[config.mk]
export PLATFORM = sky130hd
export DESIGN_NAME = plcr_front
export DESIGN_NICKNAME = d
export VERILOG_FILES = /design/src/sv/assert_macros.svh /design/src/sv/plcr_pkg.sv /design/src/sv/plcr_front.sv
export SDC_FILE = /design/constraint.sdc
export NUM_CORES = 1
export LEC_CHECK = 0
export BUFFER_PORTS_ARGS = -buffer_cell sky130_fd_sc_hd__buf_2
export CORE_UTILIZATION = 44
export CTS_CLUSTER_SIZE = 24
export DETAILED_ROUTE_END_ITERATION = 12
export PLACE_DENSITY = 0.95
export SYNTH_ARGS = -nofsm -noshare
export SYNTH_HDL_FRONTEND = slang
export SYNTH_SLANG_ARGS = --single-unit
export TNS_END_PERCENT = 30
[constraint.sdc]
create_clock -name clock -period 7.4 [get_ports clock]
set_clock_uncertainty 0.2 [all_clocks]
set_input_delay 0.74 -clock clock [delete_from_list [all_inputs] [get_ports clock]]
set_output_delay 0.74 -clock clock [all_outputs]
set_load 0.02 [all_outputs]
[src/sv/assert_macros.svh]
// Assertion helpers
`ifndef ASSERT_MACROS_SVH
`define ASSERT_MACROS_SVH
`ifndef ASSERT_OFF
`define ASSERT_IMPL(label, clk, rst, prop, msg) \
   label: assert property (@(posedge clk) disable iff (rst) prop) else $error(msg);
`define ASSERT_ALWAYS(label, clk, prop, msg) \
   label: assert property (@(posedge clk) prop) else $error(msg);
`else
`define ASSERT_IMPL(label, clk, rst, prop, msg)
`define ASSERT_ALWAYS(label, clk, prop, msg)
`endif
`endif

[src/sv/plcr_pkg.sv]
package plcr_pkg;
   localparam int DefaultEntries = 16;
   localparam int KeyW = 32;
   localparam int ChW = 8;
   localparam int AlphaW = 9;
   localparam int ColW = 3 * ChW + AlphaW;

   typedef enum logic [1:0] {
      OP_LOOKUP = 2'd0,
      OP_INSERT = 2'd1,
      OP_CLEAR  = 2'd2,
      OP_SPARE  = 2'd3
   } op_type;

   typedef enum logic [2:0] {
      ST_COLOUR  = 3'd0,
      ST_EMPTY   = 3'd1,
      ST_INSERT  = 3'd2,
      ST_DUP     = 3'd3,
      ST_FULL    = 3'd4,
      ST_CLEARED = 3'd5
   } status_type;

   localparam logic CSR_RGB = 1'b0;
   localparam logic CSR_ALPHA = 1'b1;

   // queued command from front to back
   typedef struct packed {
      op_type           op;
      logic [KeyW-1:0]  value;
      logic [ColW-1:0]  colour;
   } cmd_type;

   typedef enum logic [2:0] {
      BK_IDLE,
      BK_SCAN,
      BK_SHIFT,
      BK_MUL,
      BK_DIV,
      BK_DONE
   } bk_state_type;
endpackage

[src/sv/plcr_front.sv]
// Accepts commands, clamps alpha, and holds one queued beat.
module plcr_front
   import plcr_pkg::*;
(
   input  logic        clock,
   input  logic        reset,
   input  logic        req_start,
   output logic        req_busy,
   input  logic [1:0]  req_operation,
   input  logic signed [31:0] req_data_value,
   input  logic [7:0]  req_in_red,
   input  logic [7:0]  req_in_green,
   input  logic [7:0]  req_in_blue,
   input  logic signed [8:0] req_in_alpha,
   output logic        q_valid,
   output cmd_type     q_cmd,
   input  logic        q_pop
);
   logic    valid_ff, valid_in;
   cmd_type cmd_ff, cmd_in;
   logic [8:0] alpha;

   assign req_busy = valid_ff;
   assign alpha = (req_in_alpha < -9'sd1) ? 9'h1ff : req_in_alpha;

   always_comb begin
      cmd_in = cmd_ff;
      valid_in = valid_ff & ~q_pop;
      if (req_start && !valid_ff) begin
         valid_in = 1'b1;
         cmd_in.op = op_type'(req_operation);
         cmd_in.value = req_data_value;
         cmd_in.colour = {req_in_red, req_in_green, req_in_blue, alpha};
      end
   end

   always_ff @(posedge clock) begin
      if (reset) valid_ff <= 1'b0;
      else valid_ff <= valid_in;
      cmd_ff <= cmd_in;
   end

   assign q_valid = valid_ff;
   assign q_cmd = cmd_ff;
endmodule

Word level (Yosys, flattened, before mapping)

Index checks and enable logic that the tools add are counted.

Bits of input ports: 71
Memories kept: 0
Word-level logic and storage cells: 11
Memory bits (writable): 0
Bits in registers: 68
Bits in read-only memories: 0
Latch bits: 0
Output and inout port bits: 69

Add/sub/neg operators: 0
Bitwise operators: 2
Shifts and indexed selects: 0
Magnitude comparators: 1
Divide/modulo/power cells: 0
Reductions and logical operators: 2
Equality and inequality tests: 0
Multiply operators: 0
Muxes and demuxes: 1

Operator list:

| operator           | count |
|---|---|
| $lt 9x1->1 const B | 1 |
| $and 1x1->1        | 1 |
| $logic_and 1x1->1  | 1 |
| $logic_not 1->1    | 1 |
| $mux 1             | 1 |
| $not 1->1          | 1 |

Longest topological paths before layout

Word-level depth: 3
Mapped depth: 2
Gate-level depth less buffers: 2

Least setup slack after synthesis

Ideal clock, no wire load.

Path type: input -> register
Start point: input req_start
End point: register cmd_ff, in the netlist q_cmd[0], enable pin
Stages on the path: 1
Library setup time: 0.501 ns
Required time: 6.699 ns
Arrival: 3.714 ns
Setup slack: 2.985 ns
Path buffers: 0
Path through: nor2b_1

Cells in the longest elaborated chain, start to end: 1

RTL lines:

| what                 | line             | RTL |
|---|---|---|
| start, declared      | plcr_front.sv:7  | `input logic req_start,` |
| $logic_and 1x1->1    | plcr_front.sv:29 | `if (req_start && !valid_ff) begin` |
| end signal, assigned | plcr_front.sv:40 | `cmd_ff <= cmd_in;` |
| end, declared        | plcr_front.sv:20 | `cmd_type cmd_ff, cmd_in;` |

No other way between the ends.
A chain may end at the register's enable or synchronous reset.

Worst setup path in the final report

Start point: register valid_ff (netlist: q_valid)
End point: output q_valid

RTL lines:

| what                   | line             | RTL |
|---|---|---|
| start, declared        | plcr_front.sv:19 | `logic valid_ff, valid_in;` |
| start signal, assigned | plcr_front.sv:39 | `else valid_ff <= valid_in;` |
| end, declared          | plcr_front.sv:15 | `output logic q_valid,` |

No word-level cell between the ends.

==> metrics <==
slew at the pin closest to its max-slew limit 0.8072 ns; unrepaired setup endpoints after global routing false; area post-placement 2880 µm²; Root Buffer clkbuf_8; switching power share of the total 22.30%; Vias 1292; clock buffer depth 2; crit path launch type flop; Die Y 71.35 µm; ranking of synthesized cells by area edfxtp_1 (95%), or2_1 (2.4%), dfxtp_1 (0.95%); top cell type's share of synthesized area 95.09%; largest net degree at the start of global routing 69; CTS tree built; Seq. cell area 2032 µm²; CP endpoint kind output port; Final Setup Violations 0; status finished with violations; DRT iter0 DRCs 79; initial antenna violation count 0; Antenna Violating Nets Remaining 0; WL per Instance 16.02 µm; P&R area growth vs syn 46.30%; final hold violation count 0; standard-cell row count 24; Seq/Total Area, Yosys 96.04%; via count of the first global-routing pass 1367; Yosys warning count 0; Die Wd 71.35 µm; most frequent cells in the layout buf_2 (139), edfxtp_1 (67), clkbuf_8 (9), or2_1 (8); # hold bufs at CTS 0; Worst Hold Class input port to flop; H-tree depth 3; setup bufs post-CTS 0; slowest cell on the critical path dfxtp_1; WP buf/inv 1; CTS buffer count 9; GRT overflow 0; Syn Inst Count 81; Worst path max stage delay 0.41 ns; max frequency 0.5360 GHz; Final #Nets 301; Period Utilization, post-route 25.21%; CP delay by family, top flip-flops; share of layout cells above drive strength 1 66.38%; Final Cell Area 3095 µm²; syn_area_per_cell 26.12 µm²; Pint 669.0 µW; Final Critical Period 1.866 ns; # fillers 283; commonest non-fill, non-tap cell in the layout buf_2; peak fanout along the critical path 4; failing checks design-rule violations; largest area contributor in the netlist edfxtp_1; worst-path cell chain buf_2; maximum vdd ir drop 0.0002142 V; I/O pin cnt 140; DRC viols 5; CTS sink cnt 68; relative slew slack 46.19%; worst hold slack 0.3845 ns; register bit total from synthesis 68; full die area 5090 µm²; final wirelength 4598 µm; Net Count, Synth 152; PD cells 278.2 nW/µm²; area occupied by multi-input gates 80.08 µm²; Setup Crit Path Kind flop to output port; GPL Wtd Cong 0.7369; Core Region 4474 µm²; clock network fraction of total power 37.4%; first-pass GRT wire length 6486 µm; P_sw 192.0 µW; Antenna diodes 0; max-slew violation count 0; via/cell ratio 4.502; # port buffers 139; gr usage total 18.45%; first-pass detailed-route iteration total 10; critical path required time 6.46 ns; CTS resizes 0; clk slew on worst S/H paths 0.07 ns; CP Data Arrival Time 0.93 ns; Static Leak 0.001341 µW; unique cell type count in the Yosys netlist 7; Max-Cap Viols 0; Logic pwr share 9.5%; Post-Syn Area 2116 µm²; Starting Density 47.29%; Sum Neg Setup Slack 0 ns; Clock Latency Late Sink 0.32 ns; share of power burned in registers 53.1%; Total Power 861.0 µW
## path summary, 6_finish.rpt
check | from | to | slack (ns) | cells past startpoint
max | q_valid$_SDFF_PP0_ | q_valid | 5.53 | 1
max reg2reg | q_valid$_SDFF_PP0_ | q_cmd[46]$_DFFE_PP_ | 5.70 | 2
min reg2reg | q_valid$_SDFF_PP0_ | q_valid$_SDFF_PP0_ | 0.49 | 2
min | req_data_value[25] | q_cmd[58]$_DFFE_PP_ | 0.38 | 1
## cell usage after synthesis (all sizes together)
cell type and count:
edfxtp 67, clkbuf 1, nor2b 2, dfxtp 1
o21ba 1, buf 1, or2 8
## stage by stage
step           utilization (%)  setup WS [ns]  cells
3_3_place_gp             64.37          5.264    271
4_1_cts                  69.18          5.515    287
6_report                 69.18          5.534    287
3_5_place_dp             64.37          5.221    271
2_1_floorplan                -          2.985     81
5_1_grt                  69.18          5.476    287
## state kept, by name, indices dropped and copies added, names as in the netlist
signal   count
q_cmd       67
q_valid      1
## cells by family after synthesis
| family | after synthesis | synth area share (%) |
|---|---|---|
| DFF | 68 | 96.04 |
| AOI/OAI and AO/OA | 1 | 0.4731 |
| and+or+nand+nor | 10 | 2.957 |
| buffers and inverters | 2 | 0.5322 |
## layout make-up
type	instances	area share [%]
clock buffer	9	4.002
tap	52	2.102
timing repair buffer	140	22.72
sequential	68	65.64
clock inverter	7	2.951
multi-input combinational	11	2.587
## power groups by stage
stage | Sequential [µW] | Combinational (µW) | Clock (µW)
global route | 459 | 87.1 | 342
CTS | 457 | 82.9 | 327
floorplan | 497 | 10.6 | 0
finish | 457 | 81.9 | 322
detailed placement | 465 | 82.5 | 0
global placement | 464 | 80.0 | 0
## layer usage
layer	wire length [µm]	global-route usage, %	vias up	part of all wire, %
met5	0	0	-	0
met4	14	10.00	0	0.30
met3	652	11.95	2	14
met2	2505	31.43	78	54
met1	1425	16.45	598	31
li1	-	-	614	-
No activity file was read; power rests on OpenSTA's default activity.
